$ cat src/rtl/bmm_pkg.sv
// shared types, codes and helpers of the bank mapper
// no dependencies
package bmm_pkg;

    localparam int MAX_PRG_BANKS_DEF = 256;
    localparam int MAX_CHR_BANKS_DEF = 256;

    localparam int COUNT_W   = 9;
    localparam int BANK_W    = 8;
    localparam int LOW_W     = 13;
    localparam int OFFSET_W  = 21;
    localparam int BITS_PER_STEP = 2;
    localparam int DIV_STEPS = BANK_W / BITS_PER_STEP;

    localparam logic [2:0] KIND_CPU_WR   = 3'd0;
    localparam logic [2:0] KIND_CPU_RD   = 3'd1;
    localparam logic [2:0] KIND_PPU_RD   = 3'd2;
    localparam logic [2:0] KIND_PPU_WR   = 3'd3;
    localparam logic [2:0] KIND_PPU_ADDR = 3'd4;
    localparam logic [2:0] KIND_TICK     = 3'd5;

    localparam logic [1:0] REGION_NONE    = 2'd0;
    localparam logic [1:0] REGION_PRG_ROM = 2'd1;
    localparam logic [1:0] REGION_PRG_RAM = 2'd2;
    localparam logic [1:0] REGION_CHR     = 2'd3;

    localparam logic [1:0] MIRROR_HORZ = 2'd0;
    localparam logic [1:0] MIRROR_VERT = 2'd1;
    localparam logic [1:0] MIRROR_FOUR = 2'd2;

    localparam logic [2:0] CFG_PRG_COUNT = 3'd0;
    localparam logic [2:0] CFG_CHR_COUNT = 3'd1;
    localparam logic [2:0] CFG_CHR_RAM   = 3'd2;
    localparam logic [2:0] CFG_FOUR_SCR  = 3'd3;
    localparam logic [2:0] CFG_BATTERY   = 3'd4;

    typedef struct packed {
        logic [1:0]         region;
        logic [BANK_W-1:0]  bank;
        logic [COUNT_W-1:0] divisor;
        logic [LOW_W-1:0]   low;
        logic               strobe;
        logic               dirty;
        logic               irq;
        logic [1:0]         mirroring;
    } q_item_t;

    typedef struct packed {
        logic [1:0]          region;
        logic [OFFSET_W-1:0] offset;
        logic                strobe;
        logic                dirty;
        logic                irq;
        logic [1:0]          mirroring;
    } res_t;

    function automatic logic [COUNT_W-1:0] eff_count(input logic [COUNT_W-1:0] n,
                                                     input logic [COUNT_W-1:0] max);
        logic [COUNT_W-1:0] r;
        if (n == '0)
            r = COUNT_W'(1);
        else if (n > max)
            r = max;
        else
            r = n;
        return r;
    endfunction

endpackage

$ cat src/rtl/bmm_fifo.sv
// small register queue, generic width and depth
// no dependencies
module bmm_fifo #(
    parameter int WIDTH = 8,
    parameter int DEPTH = 2
) (
    input  logic             clk,
    input  logic             rst_n,
    input  logic             wr_en,
    input  logic [WIDTH-1:0] wdata,
    output logic             is_full,
    input  logic             rd_en,
    output logic [WIDTH-1:0] rdata,
    output logic             is_empty
);
    localparam int PW = (DEPTH > 1) ? $clog2(DEPTH) : 1;
    localparam int CW = $clog2(DEPTH + 1);
    localparam logic [PW-1:0] LAST = PW'(DEPTH - 1);

    logic [WIDTH-1:0] mem_reg [DEPTH];
    logic [PW-1:0]    wptr_reg, rptr_reg;
    logic [CW-1:0]    cnt_reg;
    logic             do_wr, do_rd;

    assign is_full  = (cnt_reg == CW'(DEPTH));
    assign is_empty = (cnt_reg == '0);
    assign do_wr    = wr_en && !is_full;
    assign do_rd    = rd_en && !is_empty;
    assign rdata    = mem_reg[rptr_reg];

    always_ff @(posedge clk or negedge rst_n)
    begin
        if (!rst_n)
        begin
            wptr_reg <= '0;
            rptr_reg <= '0;
            cnt_reg  <= '0;
        end
        else
        begin
            if (do_wr)
                wptr_reg <= (wptr_reg == LAST) ? '0 : wptr_reg + PW'(1);
            if (do_rd)
                rptr_reg <= (rptr_reg == LAST) ? '0 : rptr_reg + PW'(1);
            if (do_wr && !do_rd)
                cnt_reg <= cnt_reg + CW'(1);
            else if (do_rd && !do_wr)
                cnt_reg <= cnt_reg - CW'(1);
        end
    end

    always_ff @(posedge clk)
    begin
        if (do_wr)
            mem_reg[wptr_reg] <= wdata;
    end

endmodule

$ cat src/rtl/bmm_front.sv
// front part: config, mapper registers, irq counter and item classification
// depends on bmm_pkg
module bmm_front #(
    parameter int MAX_PRG_BANKS = bmm_pkg::MAX_PRG_BANKS_DEF,
    parameter int MAX_CHR_BANKS = bmm_pkg::MAX_CHR_BANKS_DEF
) (
    input  logic                  clk,
    input  logic                  rst_n,
    input  logic                  cfg_we,
    input  logic [2:0]            cfg_index,
    input  logic [8:0]            cfg_data,
    input  logic                  accept,
    input  logic [2:0]            kind,
    input  logic [15:0]           address,
    input  logic [7:0]            data,
    input  logic                  rendering_enabled,
    output bmm_pkg::q_item_t      item
);
    localparam logic [bmm_pkg::COUNT_W-1:0] MAXP = bmm_pkg::COUNT_W'(MAX_PRG_BANKS);
    localparam logic [bmm_pkg::COUNT_W-1:0] MAXC = bmm_pkg::COUNT_W'(MAX_CHR_BANKS);

    logic [8:0] prg_cnt_reg, chr_cnt_reg;
    logic       chr_ram_reg, four_reg, battery_reg;

    logic [7:0] bank_reg [8];
    logic [7:0] bank_next [8];
    logic [2:0] sel_reg, sel_next;
    logic       prg_mode_reg, prg_mode_next;
    logic       chr_mode_reg, chr_mode_next;
    logic       ram_en_reg, ram_en_next;
    logic       ram_prot_reg, ram_prot_next;
    logic       mirror_reg, mirror_next;
    logic [7:0] latch_reg, latch_next;
    logic [7:0] counter_reg, counter_next;
    logic       reload_reg, reload_next;
    logic       irq_en_reg, irq_en_next;
    logic       pending_reg, pending_next;
    logic       a12_reg, a12_next;

    logic [8:0] n8, n1;
    logic [7:0] second_last, last_bank, rom_win_bank, pat_win_bank;
    logic [2:0] win;
    logic [1:0] slot;
    logic       clock_counter;
    logic [7:0] cnt_tmp;

    always_comb
    begin
        n8 = bmm_pkg::eff_count(prg_cnt_reg, MAXP);
        n1 = bmm_pkg::eff_count(chr_cnt_reg, MAXC);
        second_last = (n8 == 9'd1) ? 8'd0 : 8'(n8 - 9'd2);
        last_bank   = 8'(n8 - 9'd1);
        slot = address[14:13];
        case (slot)
            2'd0:    rom_win_bank = prg_mode_reg ? second_last : bank_reg[6];
            2'd1:    rom_win_bank = bank_reg[7];
            2'd2:    rom_win_bank = prg_mode_reg ? bank_reg[6] : second_last;
            default: rom_win_bank = last_bank;
        endcase
        win = address[12:10] ^ {chr_mode_reg, 2'b00};
        case (win)
            3'd0:    pat_win_bank = bank_reg[0] & 8'hFE;
            3'd1:    pat_win_bank = bank_reg[0] | 8'h01;
            3'd2:    pat_win_bank = bank_reg[1] & 8'hFE;
            3'd3:    pat_win_bank = bank_reg[1] | 8'h01;
            default: pat_win_bank = bank_reg[3'(win - 3'd2)];
        endcase
    end

    always_comb
    begin
        bank_next     = bank_reg;
        sel_next      = sel_reg;
        prg_mode_next = prg_mode_reg;
        chr_mode_next = chr_mode_reg;
        ram_en_next   = ram_en_reg;
        ram_prot_next = ram_prot_reg;
        mirror_next   = mirror_reg;
        latch_next    = latch_reg;
        counter_next  = counter_reg;
        reload_next   = reload_reg;
        irq_en_next   = irq_en_reg;
        pending_next  = pending_reg;
        a12_next      = a12_reg;
        clock_counter = 1'b0;
        cnt_tmp       = '0;
        item          = '0;

        if (accept)
        begin
            case (kind)
                bmm_pkg::KIND_CPU_WR:
                begin
                    if (address[15])
                    begin
                        case (address[14:13])
                            2'd0:
                            begin
                                if (address[0])
                                    bank_next[sel_reg] = (sel_reg <= 3'd1) ? (data & 8'hFE)
                                                                           : data;
                                else
                                begin
                                    sel_next      = data[2:0];
                                    prg_mode_next = data[6];
                                    chr_mode_next = data[7];
                                end
                            end
                            2'd1:
                            begin
                                if (address[0])
                                begin
                                    ram_en_next   = data[7];
                                    ram_prot_next = data[6];
                                end
                                else if (!four_reg)
                                    mirror_next = !data[0];
                            end
                            2'd2:
                            begin
                                if (address[0])
                                begin
                                    counter_next = '0;
                                    reload_next  = 1'b1;
                                end
                                else
                                    latch_next = data;
                            end
                            default:
                            begin
                                irq_en_next = address[0];
                                if (!address[0])
                                    pending_next = 1'b0;
                            end
                        endcase
                    end
                    else if (address[14:13] == 2'b11 && ram_en_reg && !ram_prot_reg)
                    begin
                        item.region = bmm_pkg::REGION_PRG_RAM;
                        item.low    = address[12:0];
                        item.strobe = 1'b1;
                        item.dirty  = battery_reg;
                    end
                end
                bmm_pkg::KIND_CPU_RD:
                begin
                    if (address[15])
                    begin
                        item.region  = bmm_pkg::REGION_PRG_ROM;
                        item.bank    = rom_win_bank;
                        item.divisor = n8;
                        item.low     = address[12:0];
                    end
                    else if (address[14:13] == 2'b11 && ram_en_reg)
                    begin
                        item.region = bmm_pkg::REGION_PRG_RAM;
                        item.low    = address[12:0];
                    end
                end
                bmm_pkg::KIND_PPU_RD, bmm_pkg::KIND_PPU_WR:
                begin
                    if (kind == bmm_pkg::KIND_PPU_RD || chr_ram_reg)
                    begin
                        item.region  = bmm_pkg::REGION_CHR;
                        item.bank    = pat_win_bank;
                        item.divisor = n1;
                        item.low     = {3'b000, address[9:0]};
                        item.strobe  = (kind == bmm_pkg::KIND_PPU_WR);
                    end
                end
                bmm_pkg::KIND_PPU_ADDR:
                begin
                    clock_counter = address[12] && !a12_reg;
                    a12_next      = address[12];
                end
                bmm_pkg::KIND_TICK:
                    clock_counter = rendering_enabled;
                default:
                    clock_counter = 1'b0;
            endcase

            if (clock_counter)
            begin
                if (counter_reg == '0 || reload_reg)
                begin
                    cnt_tmp     = latch_reg;
                    reload_next = 1'b0;
                end
                else
                    cnt_tmp = counter_reg - 8'd1;
                counter_next = cnt_tmp;
                if (cnt_tmp == '0 && irq_en_reg)
                    pending_next = 1'b1;
            end

            item.irq       = pending_next;
            item.mirroring = four_reg ? bmm_pkg::MIRROR_FOUR
                           : (mirror_next ? bmm_pkg::MIRROR_VERT : bmm_pkg::MIRROR_HORZ);
        end
    end

    always_ff @(posedge clk or negedge rst_n)
    begin
        if (!rst_n)
        begin
            prg_cnt_reg  <= 9'd4;
            chr_cnt_reg  <= 9'd8;
            chr_ram_reg  <= 1'b0;
            four_reg     <= 1'b0;
            battery_reg  <= 1'b0;
            for (int i = 0; i < 8; i++)
                bank_reg[i] <= (i == 7) ? 8'd1 : 8'd0;
            sel_reg      <= '0;
            prg_mode_reg <= 1'b0;
            chr_mode_reg <= 1'b0;
            ram_en_reg   <= 1'b1;
            ram_prot_reg <= 1'b0;
            mirror_reg   <= 1'b0;
            latch_reg    <= '0;
            counter_reg  <= '0;
            reload_reg   <= 1'b0;
            irq_en_reg   <= 1'b0;
            pending_reg  <= 1'b0;
            a12_reg      <= 1'b0;
        end
        else
        begin
            if (cfg_we)
            begin
                case (cfg_index)
                    bmm_pkg::CFG_PRG_COUNT: prg_cnt_reg <= cfg_data;
                    bmm_pkg::CFG_CHR_COUNT: chr_cnt_reg <= cfg_data;
                    bmm_pkg::CFG_CHR_RAM:   chr_ram_reg <= cfg_data[0];
                    bmm_pkg::CFG_FOUR_SCR:  four_reg    <= cfg_data[0];
                    bmm_pkg::CFG_BATTERY:   battery_reg <= cfg_data[0];
                    default:                ;
                endcase
            end
            bank_reg     <= bank_next;
            sel_reg      <= sel_next;
            prg_mode_reg <= prg_mode_next;
            chr_mode_reg <= chr_mode_next;
            ram_en_reg   <= ram_en_next;
            ram_prot_reg <= ram_prot_next;
            mirror_reg   <= mirror_next;
            latch_reg    <= latch_next;
            counter_reg  <= counter_next;
            reload_reg   <= reload_next;
            irq_en_reg   <= irq_en_next;
            pending_reg  <= pending_next;
            a12_reg      <= a12_next;
        end
    end

endmodule

$ cat src/rtl/bmm_back.sv
// back part: bank reduction by the configured count and offset assembly
// depends on bmm_pkg
module bmm_back (
    input  logic              clk,
    input  logic              rst_n,
    input  logic              q_empty,
    input  bmm_pkg::q_item_t  q_item,
    output logic              q_pop,
    input  logic              o_full,
    output logic              o_push,
    output bmm_pkg::res_t     o_res
);
    typedef enum logic [1:0] {ST_IDLE, ST_DIV, ST_FIN} state_t;

    localparam int SW = $clog2(bmm_pkg::DIV_STEPS);
    localparam logic [SW-1:0] LAST_STEP = SW'(bmm_pkg::DIV_STEPS - 1);

    state_t                        state_reg;
    logic [SW-1:0]                 step_reg;
    logic [bmm_pkg::BANK_W-1:0]    div_reg;
    logic [bmm_pkg::BANK_W-1:0]    rem_reg;
    bmm_pkg::q_item_t              item_reg;

    logic                          need_div;
    logic [bmm_pkg::BANK_W:0]      r1, r2;
    logic [bmm_pkg::BANK_W-1:0]    rem_next;

    assign need_div = (q_item.region == bmm_pkg::REGION_PRG_ROM)
                   || (q_item.region == bmm_pkg::REGION_CHR);

    always_comb
    begin
        // two restoring remainder steps per cycle
        r1 = {rem_reg, div_reg[bmm_pkg::BANK_W-1]};
        if (r1 >= item_reg.divisor)
            r1 = r1 - item_reg.divisor;
        r2 = {r1[bmm_pkg::BANK_W-1:0], div_reg[bmm_pkg::BANK_W-2]};
        if (r2 >= item_reg.divisor)
            r2 = r2 - item_reg.divisor;
        rem_next = r2[bmm_pkg::BANK_W-1:0];
    end

    always_comb
    begin
        q_pop  = (state_reg == ST_IDLE) && !q_empty && (need_div || !o_full);
        o_push = 1'b0;
        o_res  = '0;
        if (state_reg == ST_IDLE)
        begin
            o_push          = !q_empty && !need_div && !o_full;
            o_res.region    = q_item.region;
            o_res.offset    = bmm_pkg::OFFSET_W'(q_item.low);
            o_res.strobe    = q_item.strobe;
            o_res.dirty     = q_item.dirty;
            o_res.irq       = q_item.irq;
            o_res.mirroring = q_item.mirroring;
        end
        else if (state_reg == ST_FIN)
        begin
            o_push          = !o_full;
            o_res.region    = item_reg.region;
            if (item_reg.region == bmm_pkg::REGION_PRG_ROM)
                o_res.offset = {rem_reg, item_reg.low};
            else
                o_res.offset = {3'b000, rem_reg, item_reg.low[9:0]};
            o_res.strobe    = item_reg.strobe;
            o_res.dirty     = item_reg.dirty;
            o_res.irq       = item_reg.irq;
            o_res.mirroring = item_reg.mirroring;
        end
    end

    always_ff @(posedge clk or negedge rst_n)
    begin
        if (!rst_n)
        begin
            state_reg <= ST_IDLE;
            step_reg  <= '0;
            div_reg   <= '0;
            rem_reg   <= '0;
            item_reg  <= '0;
        end
        else
        begin
            case (state_reg)
                ST_IDLE:
                begin
                    if (!q_empty && need_div)
                    begin
                        item_reg  <= q_item;
                        div_reg   <= q_item.bank;
                        rem_reg   <= '0;
                        step_reg  <= '0;
                        state_reg <= ST_DIV;
                    end
                end
                ST_DIV:
                begin
                    rem_reg  <= rem_next;
                    div_reg  <= div_reg << bmm_pkg::BITS_PER_STEP;
                    step_reg <= step_reg + SW'(1);
                    if (step_reg == LAST_STEP)
                        state_reg <= ST_FIN;
                end
                ST_FIN:
                begin
                    if (!o_full)
                        state_reg <= ST_IDLE;
                end
                default:
                    state_reg <= ST_IDLE;
            endcase
        end
    end

endmodule

$ cat src/rtl/banked_memory_mapper_scanline_irq.sv
// rom and chr items pass from the input queue through the remainder unit of bmm_back (2
// bits per cycle against the bank count) to the output queue; it takes no new item until
// done with one; others pass one per cycle while it idles and the output queue has room
// reset: mapper registers, irq counter and config to power-on values, queues empty
// top level of the bank mapper; depends on bmm_pkg, bmm_fifo, bmm_front, bmm_back
module banked_memory_mapper_scanline_irq #(
    parameter int MAX_PRG_BANKS = bmm_pkg::MAX_PRG_BANKS_DEF,
    parameter int MAX_CHR_BANKS = bmm_pkg::MAX_CHR_BANKS_DEF
) (
    input  logic        clk,
    input  logic        rst_n,
    input  logic        cfg_we,
    input  logic [2:0]  cfg_index,
    input  logic [8:0]  cfg_data,
    input  logic        push,
    output logic        full,
    input  logic [2:0]  kind,
    input  logic [15:0] address,
    input  logic [7:0]  data,
    input  logic        rendering_enabled,
    output logic        empty,
    input  logic        pop,
    output logic [1:0]  region,
    output logic [20:0] mapped_offset,
    output logic        write_strobe,
    output logic        save_dirty,
    output logic        irq_level,
    output logic [1:0]  mirroring
);
    bmm_pkg::q_item_t q_wdata, q_rdata;
    bmm_pkg::res_t    o_wdata, o_rdata;
    logic             q_full, q_empty, q_pop, o_full, o_push, accept;

    assign full   = q_full;
    assign accept = push && !q_full;

    bmm_front #(
        .MAX_PRG_BANKS (MAX_PRG_BANKS),
        .MAX_CHR_BANKS (MAX_CHR_BANKS)
    ) u_front (
        .clk               (clk),
        .rst_n             (rst_n),
        .cfg_we            (cfg_we),
        .cfg_index         (cfg_index),
        .cfg_data          (cfg_data),
        .accept            (accept),
        .kind              (kind),
        .address           (address),
        .data              (data),
        .rendering_enabled (rendering_enabled),
        .item              (q_wdata)
    );

    bmm_fifo #(
        .WIDTH ($bits(bmm_pkg::q_item_t)),
        .DEPTH (2)
    ) u_queue (
        .clk      (clk),
        .rst_n    (rst_n),
        .wr_en    (accept),
        .wdata    (q_wdata),
        .is_full  (q_full),
        .rd_en    (q_pop),
        .rdata    (q_rdata),
        .is_empty (q_empty)
    );

    bmm_back u_back (
        .clk     (clk),
        .rst_n   (rst_n),
        .q_empty (q_empty),
        .q_item  (q_rdata),
        .q_pop   (q_pop),
        .o_full  (o_full),
        .o_push  (o_push),
        .o_res   (o_wdata)
    );

    bmm_fifo #(
        .WIDTH ($bits(bmm_pkg::res_t)),
        .DEPTH (2)
    ) u_out (
        .clk      (clk),
        .rst_n    (rst_n),
        .wr_en    (o_push),
        .wdata    (o_wdata),
        .is_full  (o_full),
        .rd_en    (pop),
        .rdata    (o_rdata),
        .is_empty (empty)
    );

    assign region        = o_rdata.region;
    assign mapped_offset = o_rdata.offset;
    assign write_strobe  = o_rdata.strobe;
    assign save_dirty    = o_rdata.dirty;
    assign irq_level     = o_rdata.irq;
    assign mirroring     = o_rdata.mirroring;

endmodule

$ cat config.mk
export PLATFORM = sky130hd
export DESIGN_NAME = banked_memory_mapper_scanline_irq
export DESIGN_NICKNAME = d
export VERILOG_FILES = /design/src/rtl/bmm_pkg.sv /design/src/rtl/bmm_fifo.sv /design/src/rtl/bmm_front.sv /design/src/rtl/bmm_back.sv /design/src/rtl/banked_memory_mapper_scanline_irq.sv
export SDC_FILE = /design/constraint.sdc
export NUM_CORES = 1
export LEC_CHECK = 0
export ABC_AREA = 1
export BUFFER_PORTS_ARGS = -buffer_cell sky130_fd_sc_hd__buf_4
export CAP_MARGIN = 30
export CORE_MARGIN = 3
export CORE_UTILIZATION = 40
export DETAILED_ROUTE_END_ITERATION = 10
export REMOVE_ABC_BUFFERS = 1
export SYNTH_ARGS = -nofsm -noshare
export SYNTH_HDL_FRONTEND = slang
export SYNTH_HIERARCHICAL = 1
export SYNTH_SLANG_ARGS = --single-unit
export TNS_END_PERCENT = 20
$ cat constraint.sdc
create_clock -name clk -period 3.3 [get_ports clk]
set_input_delay 0.495 -clock clk [delete_from_list [all_inputs] [get_ports clk]]
set_output_delay 0.495 -clock clk [all_outputs]
set_load 0.1 [all_outputs]
==> results of run 1 <==
## logic make-up (layout without fill, tap and decap cells)
kind of cell	count (synthesis)	count (layout)	synth area share
DFF	298	298	0.5531
and+or+nand+nor	808	809	0.2319
AOI/OAI and AO/OA	311	311	0.1151
xor gates and xnor gates	14	14	0.008359
muxes	1	1	0.0006824
buffers and inverters	223	318	0.06602
adders and majority gates	28	28	0.02491
## worst max-delay path, delay by kind of cell, from the launching register on
family                     cells  cell delay (ns)
and+or+nand+nor               10             1.34
adders and majority gates      2             0.69
DFF                            1             0.44
AOI/OAI and AO/OA              3             0.32
buffers and inverters          2             0.13
## stage by stage
| stage | setup TNS [ns] | util | area (um^2) |
|---|---|---|---|
| after floorplan | -5.403 | - | 14320 |
| after global placement | 0 | 0.4361 | 15630 |
| after detailed placement | 0 | 0.4361 | 15630 |
| after CTS | 0 | 0.4636 | 16610 |
| after global routing | -0.1004 | 0.4685 | 16790 |
| final | 0 | 0.4685 | 16790 |
## cells in the mapped netlist, types with 2 or more instances
library cell	instances	area share
nor3_1	5	0.0017
nand4_1	8	0.0034
nor4_1	2	0.00085
o211ai_1	18	0.0092
dfstp_2	4	0.0072
o31ai_1	3	0.0015
buf_4	10	0.0051
nor2_2	14	0.0060
nand3b_1	5	0.0026
a22o_1	2	0.0012
inv_1	153	0.039
nand3_2	2	0.0014
nand3_1	81	0.028
a21oi_1	57	0.019
fa_1	2	0.0027
nand2_1	550	0.14
inv_2	12	0.0031
or2_2	2	0.00085
nor2_1	100	0.026
xor2_1	9	0.0054
edfxtp_1	130	0.27
nand2_4	2	0.0015
o21ai_0	180	0.061
o22ai_1	23	0.0098
xnor2_1	5	0.0030
nand2_2	19	0.0081
buf_2	21	0.0072
nor2_4	4	0.0031
clkbuf_1	16	0.0041
nor3b_1	10	0.0051
ha_1	26	0.022
o21ai_1	17	0.0058
a32o_1	2	0.0014
buf_6	9	0.0069
a22oi_1	5	0.0026
dfrtp_1	164	0.28
## final cells by class
type,count,area (um^2),share of cell area
Sequential cell,298,8113,0.4833
Multi-Input combinational cell,1163,5773,0.3439
Clock buffer,35,810.8,0.04830
Timing Repair Buffer,94,724.4,0.04316
Inverter,166,623.1,0.03712
Tap cell,461,576.8,0.03436
Clock inverter,23,165.2,0.009839
## per-layer routing
| metal | global-route usage | up-vias | wire length, um |
|---|---|---|---|
| li1 | - | 5705 | - |
| met1 | 0.2564 | 5289 | 16530 |
| met2 | 0.2954 | 233 | 16430 |
| met3 | 0.02303 | 58 | 1381 |
| met4 | 0.04640 | 0 | 887 |
| met5 | 0 | - | 0 |
## power by group through the flow
| stage | logic [mW] | registers, mW | clock network, mW |
|---|---|---|---|
| finish | 9.47 | 5.43 | 3.35 |
| global route | 10.6 | 5.52 | 3.60 |
| CTS | 9.09 | 5.42 | 3.44 |
| detailed placement | 9.04 | 5.48 | 0 |
| global placement | 9.03 | 5.46 | 0 |
| floorplan | 6.71 | 5.41 | 0 |
## repair_timing
item / in CTS / in global routing
setup endpoints to repair: 0 / 8
hold buffers: 1 / 0
gates resized for setup: 0 / 27
buffers inserted: 0 / 0
hold endpoints to repair: 45 / 0
## worst max-delay path by stage
stage	to	slack (ns)
after floorplan	u_out/mem_reg[1][0]	-0.19
after global placement	u_back/rem_reg[0]	0.12
after detailed placement	u_back/rem_reg[0]	0.09
after CTS	u_back/rem_reg[0]	0.07
after global routing	u_back/rem_reg[5]	-0.05
final	u_back/rem_reg[0]	0.21
==> results.py, run 1 <==
metrics = {
    "sta": {
        "fin_hold_ws_ns": 0.1956,
        "fmax_ghz": 0.3239,
        "finalSetupViolCount": 0,
        "period_share": 0.9356,
        "period_needed_ns": 3.087,
        "fin_skew_ns": 0.01579,
        "tightest_slew_ns": 0.8478,
        "maxSlewHeadroom": 0.4327,
        "drv_slew": 0,
        "timing.final.hold_violations": 0,
        "worst_slack_ns": 0.2125,
    },
    "power": {
        "finalPower_mw": 18.26,
        "power_frac_comb": 0.519,
        "swShare": 0.4725,
        "p_int_mw": 9.633,
        "net-switching-power_mw": 8.628,
        "p_per_area_nw_per_um2": 1088,
        "clkPwrFrac": 0.184,
        "power_frac_seq": 0.298,
        "ir_worst_vdd_v": 0.0006222,
        "p_leak_nw": 7.588,
    },
    "setup_path": {
        "path_class": "reg -> reg",
        "reg2reg_depth": 17,
        "path_max_fanout": 8,
        "startpoint_type": "flop",
        "crit_start": "u_back/rem_reg[5]",
        "cp-end-kind": "flop",
        "crit_required_ns": 3.74,
        "worstReg2RegStart": "u_back/rem_reg[5]",
        "max_stage_delay_ns": 0.44,
        "cp.arrival_ns": 3.53,
        "slowest_stage": "dfrtp_1",
        "reg2reg_slack_ns": 0.21,
        "r2r-end": "u_back/rem_reg[0]",
        "path_cells": "ha_2 > nand2_1 > nor2_4 > nand3_2 > nand4_4 > nand3_1 > o21ai_1 > inv_1 > ha_1 > nand2_2 > inv_1 > a21oi_4 > nand3_2 > nor2_4 > nand2_1 > nand3_1 > o21ai_0",
    },
    "synthesis": {
        "synth-edff-count": 130,
        "synth_cell_type_count": 47,
        "avgSynthCellArea_um2": 8.716,
        "syn_inst": 1683,
        "yosys_register_bits": 298,
        "syn_area_um2": 14670,
        "yosysWarnings": 6,
        "yosysSeqAreaShare": 0.5531,
        "async_flop_share": 0.5638,
        "synth_ff_type": "dfrtp_1",
    },
    "finish": {
        "layout_common_cells": "nand2_1 (548), o21ai_0 (180), dfrtp_1 (164)",
        "instances_no_fill": 2240,
        "fillCellCount": 3419,
        "syn_to_final_growth_pct": 14.43,
        "diodes": 0,
        "layout.nets": 1827,
        "drive_above_1_share": 0.1293,
        "layout_commonest_cell": "nand2_1",
        "largest_reg_flops": 74,
    },
    "clock_tree": {
        "clk_path_buf_depth": 3,
        "clock-sinks": 298,
        "cts_made_buffers": 31,
        "clockRootBuffer": "clkbuf_16",
        "htreeDepth": 1,
        "clk_pin_slew_worst_paths_ns": 0.07,
        "cts_tree": "done",
        "clock_latency_ns": 0.57,
    },
    "global_routing": {
        "grt_antenna_before_repair": 0,
        "grt_pass1_wl_mm": 57.50,
        "grt_pass1_vias": 10700,
        "grt_start_max_net_pins": 90,
        "grt_util_all_layers": 0.1804,
        "overflow": 0,
    },
    "placement": {
        "port_buffers": 74,
        "place_inst": 2180,
        "hpwl_mm": 24.50,
        "dp_slack_ns": 0.09199,
        "gp_congestion": 0.8838,
    },
    "hold_path": {
        "hold_depth": 3,
        "hold_class": "in -> reg",
        "hold_path.startpoint": "pop",
        "hold_path_end": "u_out/rptr_reg",
    },
    "detailed_routing": {
        "wire_per_inst_um": 15.73,
        "ant_nets": 0,
        "drc": 0,
        "vias": 11290,
        "dr.pass1.iters": 6,
        "drtIter0Drc": 793,
        "routed_wl_mm": 35.23,
        "avgViaCountPerCell": 5.038,
    },
    "floorplanning": {
        "core.rowCount": 69,
        "initial_core_util": 0.4094,
        "dieWidth_um": 197.5,
        "die_y_um": 197.5,
        "pin_count": 75,
        "die_area_um2": 39010,
        "core_um2": 35830,
    },
    "job": {
        "max_cap_viol_count": 0,
    },
    "run_status": {
        "status": "finished clean",
    },
}
(Power assumes the default switching activity.)
==> run 2: changes to the inputs <==
--- a/config.mk
+++ b/config.mk
@@ -13,3 +13,2 @@
 export DETAILED_ROUTE_END_ITERATION = 10
-export REMOVE_ABC_BUFFERS = 1
 export SYNTH_ARGS = -nofsm -noshare
==> constraint.sdc (replaced) <==
create_clock -name clk -period 3.3 [get_ports clk]
set_input_delay 0.33 -clock clk [delete_from_list [all_inputs] [get_ports clk]]
set_output_delay 0.33 -clock clk [all_outputs]
set_load 0.1 [all_outputs]
==> run 2 against run 1 <==
Compared with the run above: global-route usage up 0.37 points; sequential power shrank 0.7%; worst hold slack lost 0.12 ns; design area rose by 0.79%; clock power grew 13%; non-clock buffer count grew 8; via count increased by 0.34%; setup slack better by 0.047 ns; critical endpoint unchanged; highest routed layer unchanged.
==> results.py, run 2 (synthesis results as in run 1) <==
metrics = {
    "run_status": {
        "status": "finished clean",
    },
    "power": {
        "net-switching-power_mw": 8.314,
        "p_int_mw": 9.965,
        "swShare": 0.4548,
        "ir_worst_vdd_v": 0.0005484,
        "power_frac_comb": 0.498,
        "p_per_area_nw_per_um2": 1080,
        "power_frac_seq": 0.295,
        "clkPwrFrac": 0.207,
        "p_leak_nw": 7.693,
    },
    "setup_path": {
        "reg2reg_depth": 19,
        "cp-end-kind": "flop",
        "critPathCapture": "u_back/rem_reg[0]",
        "r2r-end": "u_back/rem_reg[0]",
        "path_cells": "ha_1 > nand2_1 > nor2_2 > nand2_1 > nand3_2 > nand2_2 > nand3_1 > nand2_1 > ha_1 > nand2_1 > nand2_1 > nand2_2 > nand2_1 > nand2_1 > nand3_1 > nor2_4 > nand2_1 > nand3_1 > o21ai_0",
        "worstReg2RegStart": "u_back/rem_reg[3]",
        "reg2reg_slack_ns": 0.26,
        "crit_start": "u_back/rem_reg[3]",
        "crit_top_cell": "nand2_1",
        "path_class": "reg -> reg",
        "cp.arrival_ns": 3.43,
        "path_max_fanout": 8,
        "crit_required_ns": 3.69,
        "slowest_stage": "dfrtp_1",
        "startpoint_type": "flop",
        "max_stage_delay_ns": 0.43,
    },
    "floorplanning": {
        "core_um2": 35830,
        "pin_count": 75,
        "core.rowCount": 69,
        "dieWidth_um": 197.5,
        "die_y_um": 197.5,
        "initial_core_util": 0.4094,
        "die_area_um2": 39010,
    },
    "sta": {
        "tightest_slew_ns": 0.7146,
        "fin_hold_ws_ns": 0.07967,
        "maxSlewHeadroom": 0.5231,
        "fmax_ghz": 0.3289,
        "fin_skew_ns": 0.01538,
        "period_needed_ns": 3.041,
        "period_share": 0.9214,
        "timing.final.hold_violations": 0,
        "drv_slew": 0,
        "finalSetupViolCount": 0,
    },
    "finish": {
        "fillCellCount": 3425,
        "layout.nets": 1838,
        "multiInputGateArea_um2": 5664,
        "largest_reg_flops": 74,
        "seq_area_um2": 8113,
        "drive_above_1_share": 0.1284,
        "layout_commonest_cell": "nand2_1",
        "syn_to_final_growth_pct": 15.34,
        "instances_no_fill": 2252,
        "diodes": 0,
        "layout_common_cells": "nand2_1 (549), o21ai_0 (180), dfrtp_1 (164)",
    },
    "global_routing": {
        "grt_util_all_layers": 0.1841,
        "overflow": 0,
        "grt_start_max_net_pins": 80,
        "grt_antenna_before_repair": 0,
        "grt_pass1_wl_mm": 58.53,
        "grt_pass1_vias": 11020,
    },
    "detailed_routing": {
        "routed_wl_mm": 35.53,
        "drc": 0,
        "drtIter0Drc": 815,
        "wire_per_inst_um": 15.78,
        "avgViaCountPerCell": 5.028,
        "vias": 11320,
        "dr.pass1.iters": 6,
        "ant_nets": 0,
    },
    "clock_tree": {
        "clk_path_buf_depth": 3,
        "cts_setup_buffers": 0,
        "clockRootBuffer": "clkbuf_16",
        "clk_pin_slew_worst_paths_ns": 0.06,
        "cts_made_buffers": 34,
        "clock_latency_ns": 0.51,
        "cts_tree": "done",
        "htreeDepth": 2,
        "clock-sinks": 298,
    },
    "job": {
        "max_cap_viol_count": 0,
    },
    "hold_path": {
        "hold_depth": 3,
        "hold_class": "in -> reg",
    },
    "placement": {
        "port_buffers": 74,
        "gp_congestion": 0.8704,
        "hpwl_mm": 25.34,
        "place_inst": 2188,
    },
    "synthesis": {
        "syn-num-nets": 1756,
    },
}
-- run 2: cell types whose count changed in the layout (fill, tap and decap cells not counted), moves of 2 or more --
cell,before,now
bufinv_16,1,4
ha_2,3,1
a21oi_4,3,1
clkbuf_16,31,34
buf_4,91,98
clkinvlp_4,5,2
ha_1,17,23
ha_4,6,2
nand4_4,3,1
clkbuf_1,2,6
a21oi_2,1,3
inv_4,2,0
clkinv_2,7,5
nand4_2,0,2
-- run 2: layout make-up --
type                            count  area share
Clock inverter                     19     0.01316
Timing Repair Buffer              102     0.04755
Tap cell                          461     0.03409
Clock buffer                       43     0.05406
Inverter                          166     0.03683
Sequential cell                   298      0.4795
Multi-Input combinational cell   1163      0.3348
-- run 2: how the worst min path moves through the flow --
stage,from,to
after detailed placement,rst_n,u_front/bank_reg[28]
final,pop,u_out/rptr_reg
after CTS,pop,u_out/rptr_reg
after floorplan,rst_n,u_back/div_reg[0]
after global routing,pop,u_out/rptr_reg
after global placement,u_back/item_reg[35],u_back/item_reg[35]
-- run 2: per-stage QoR --
| step | util | cell area (um^2) | setup TNS [ns] | total power [mW] | worst slack [ns] |
|---|---|---|---|---|---|
| after detailed placement | 0.4383 | 15710 | 0 | 14.44 | 0.2300 |
| after global placement | 0.4376 | 15680 | 0 | 14.44 | 0.2436 |
| after floorplan | - | 14670 | 0 | 12.37 | 0.2971 |
| after CTS | 0.4704 | 16850 | 0 | 18.30 | 0.2172 |
| final | 0.4722 | 16920 | 0 | 18.28 | 0.2594 |
| after global routing | 0.4722 | 16920 | -0.002943 | 19.75 | -0.002943 |
-- run 2: metal layers --
layer	vias up	share of wire	wire length, um	GRT usage
met5	-	0	0	0
met3	56	0.035	1231	0.02422
met2	196	0.47	16760	0.3064
met1	5350	0.47	16750	0.2579
met4	0	0.022	792	0.04509
li1	5721	-	-	-
-- run 2: what timing repair did --
item,4_1_cts,5_1_grt
hold endpoints to repair,34,0
hold buffers,1,0
endpoints found under the setup margin,0,8
resized for setup,0,10
-- run 2: power by group through the flow --
stage	sequential [mW]	combinational (mW)	clock, mW
floorplan	5.34	7.03	0
global placement	5.43	9.01	0
detailed placement	5.45	8.99	0
CTS	5.39	9.03	3.89
global route	5.49	10.2	4.06
finish	5.39	9.10	3.79
-- run 2: critical path, delay by kind of cell, from the launching register on --
| kind | cells | cell delay [ns] |
|---|---|---|
| flip-flops | 1 | 0.43 |
| AO/OA/AOI/OAI | 1 | 0.08 |
| AND/OR/NAND/NOR | 16 | 1.67 |
| adder cells (fa/ha/maj) | 2 | 0.74 |
==> run 3: changes to the inputs <==
- PLACE_DENSITY_LB_ADDON: not set -> 0.25
==> run 3 against run 2 <==
Compared with the run above: global-route usage is 0.25 points lower; critical path type unchanged; maximum frequency is 1.5% lower; design area down 1.2%; via count down 0.42%; utilization down 0.55 points; combinational power is 1% higher.
==> results.py, run 3 (synthesis results as in run 1) <==
metrics = {
    "run_status": {
        "status": "finished clean",
    },
    "global_routing": {
        "grt_start_max_net_pins": 169,
        "grt_pass1_wl_mm": 57.79,
        "grt_antenna_before_repair": 0,
        "grt_util_all_layers": 0.1816,
        "grt_pass1_vias": 10900,
        "overflow": 0,
    },
    "sta": {
        "timing.final.hold_violations": 0,
        "fin_skew_ns": 0.01876,
        "finalSetupViolCount": 0,
        "maxSlewHeadroom": 0.3596,
        "fin_hold_ws_ns": 0.03782,
        "tightest_slew_ns": 0.9606,
        "drv_slew": 0,
        "period_needed_ns": 3.086,
        "period_share": 0.9351,
        "fmax_ghz": 0.3241,
        "worst_slack_ns": 0.2142,
    },
    "setup_path": {
        "startpoint_type": "flop",
        "crit_required_ns": 3.72,
        "path_max_fanout": 8,
        "cp.arrival_ns": 3.51,
        "cp-end-kind": "flop",
        "path_class": "reg -> reg",
    },
    "power": {
        "p_per_area_nw_per_um2": 1080,
        "p_leak_nw": 7.592,
        "ir_worst_vdd_v": 0.0004769,
        "finalPower_mw": 18.06,
    },
    "detailed_routing": {
        "avgViaCountPerCell": 5.029,
        "dr.pass1.iters": 5,
        "vias": 11280,
        "drtIter0Drc": 868,
        "drc": 0,
        "wire_per_inst_um": 15.86,
        "routed_wl_mm": 35.57,
        "ant_nets": 0,
    },
    "floorplanning": {
        "core_um2": 35830,
        "die_area_um2": 39010,
        "dieWidth_um": 197.5,
        "core.rowCount": 69,
        "die_y_um": 197.5,
        "pin_count": 75,
        "initial_core_util": 0.4094,
    },
    "clock_tree": {
        "htreeDepth": 1,
        "cts_made_buffers": 31,
        "cts_tree": "done",
        "clockRootBuffer": "clkbuf_16",
        "clk_path_buf_depth": 3,
        "clock-sinks": 298,
        "clock_latency_ns": 0.55,
        "clk_pin_slew_worst_paths_ns": 0.06,
    },
    "placement": {
        "hpwl_mm": 24.83,
        "port_buffers": 74,
        "dp_slack_ns": 0.1650,
        "gp_congestion": 0.8564,
    },
    "hold_path": {
        "hold_class": "in -> reg",
    },
    "finish": {
        "diodes": 0,
        "layout.nets": 1830,
        "syn_to_final_growth_pct": 14.00,
        "drive_above_1_share": 0.1235,
        "fillCellCount": 3477,
        "largest_reg_flops": 74,
        "layout_common_cells": "nand2_1 (549), o21ai_0 (180), dfrtp_1 (163)",
        "layout_commonest_cell": "nand2_1",
    },
    "synthesis": {
        "syn-num-nets": 1756,
    },
    "job": {
        "max_cap_viol_count": 0,
    },
}
## run 3: cell types whose count changed in the layout (fill, tap and decap cells not counted), sizes merged
cell	change
buf	-5
bufinv	-1
clkbuf	-2
inv	-2
## run 3: worst paths after layout
path | start | to | slack, ns | cells after the start
max | u_back/rem_reg[4] | u_back/rem_reg[0] | 0.21 | 17
min | pop | u_out/rptr_reg | 0.04 | 3
max reg2reg | u_back/rem_reg[4] | u_back/rem_reg[0] | 0.21 | 17
min reg2reg | u_front/bank_reg[18] | u_front/bank_reg[18] | 0.48 | 2
max in group asynchronous | rst_n | u_back/rem_reg[1] | 2.04 | 3
min in group asynchronous | rst_n | u_front/bank_reg[18] | 0.45 | 3
## run 3: report_power, final
part / switching, mW / internal (mW)
registers: 0.451 / 4.97
logic: 6.48 / 2.75
clock network: 1.41 / 2.00
total: 8.34 / 9.72
## run 3: final cells by class
class                   count  area [um^2]  area share
repair buffers             97        747.0     0.04467
flip-flops and latches    298         8114      0.4852
multi-input cells        1163         5668      0.3389
clock buffers              41        833.3     0.04983
well taps                 461        576.8     0.03449
inverters                 166        623.1     0.03726
clock inverters            16        160.2    0.009577
## run 3: what timing repair did
item | in CTS | in global routing
endpoints found under the setup margin | 0 | 8
buffers inserted | 0 | 2
hold endpoints to repair | 22 | 0
hold buffers | 1 | 0
gates resized for setup | 0 | 13
## run 3: per-stage QoR
stage / setup TNS (ns) / area (um^2) / cells / util
floorplan: 0 / 14670 / 1683 / -
global placement: 0 / 15630 / 2181 / 0.4363
detailed placement: 0 / 15630 / 2181 / 0.4363
CTS: 0 / 16640 / 2239 / 0.4643
global route: -0.01108 / 16720 / 2242 / 0.4667
finish: 0 / 16720 / 2242 / 0.4667
## run 3: per-layer routing
layer  vias to the layer above  GRT usage  share of wire  wire, um
met5                         -          0              0         0
li1                       5699          -              -         -
met1                      5285     0.2522           0.47     16610
met4                         0    0.03748          0.021       753
met3                        54    0.02030          0.040      1422
met2                       237     0.3107           0.47     16780
## run 3: worst max-delay path: stages (launching register included)
cell	delay, ns
dfrtp_1	0.44
ha_1	0.41
nand2_1	0.11
nor2_2	0.15
nand3_1	0.18
nand4_2	0.20
nand3_1	0.09
o21ai_1	0.10
inv_1	0.06
ha_1	0.29
nand2_1	0.13
inv_1	0.07
a21oi_2	0.15
nand3_1	0.13
nor2_4	0.23
nand2_1	0.08
nand3_1	0.07
o21ai_0	0.08
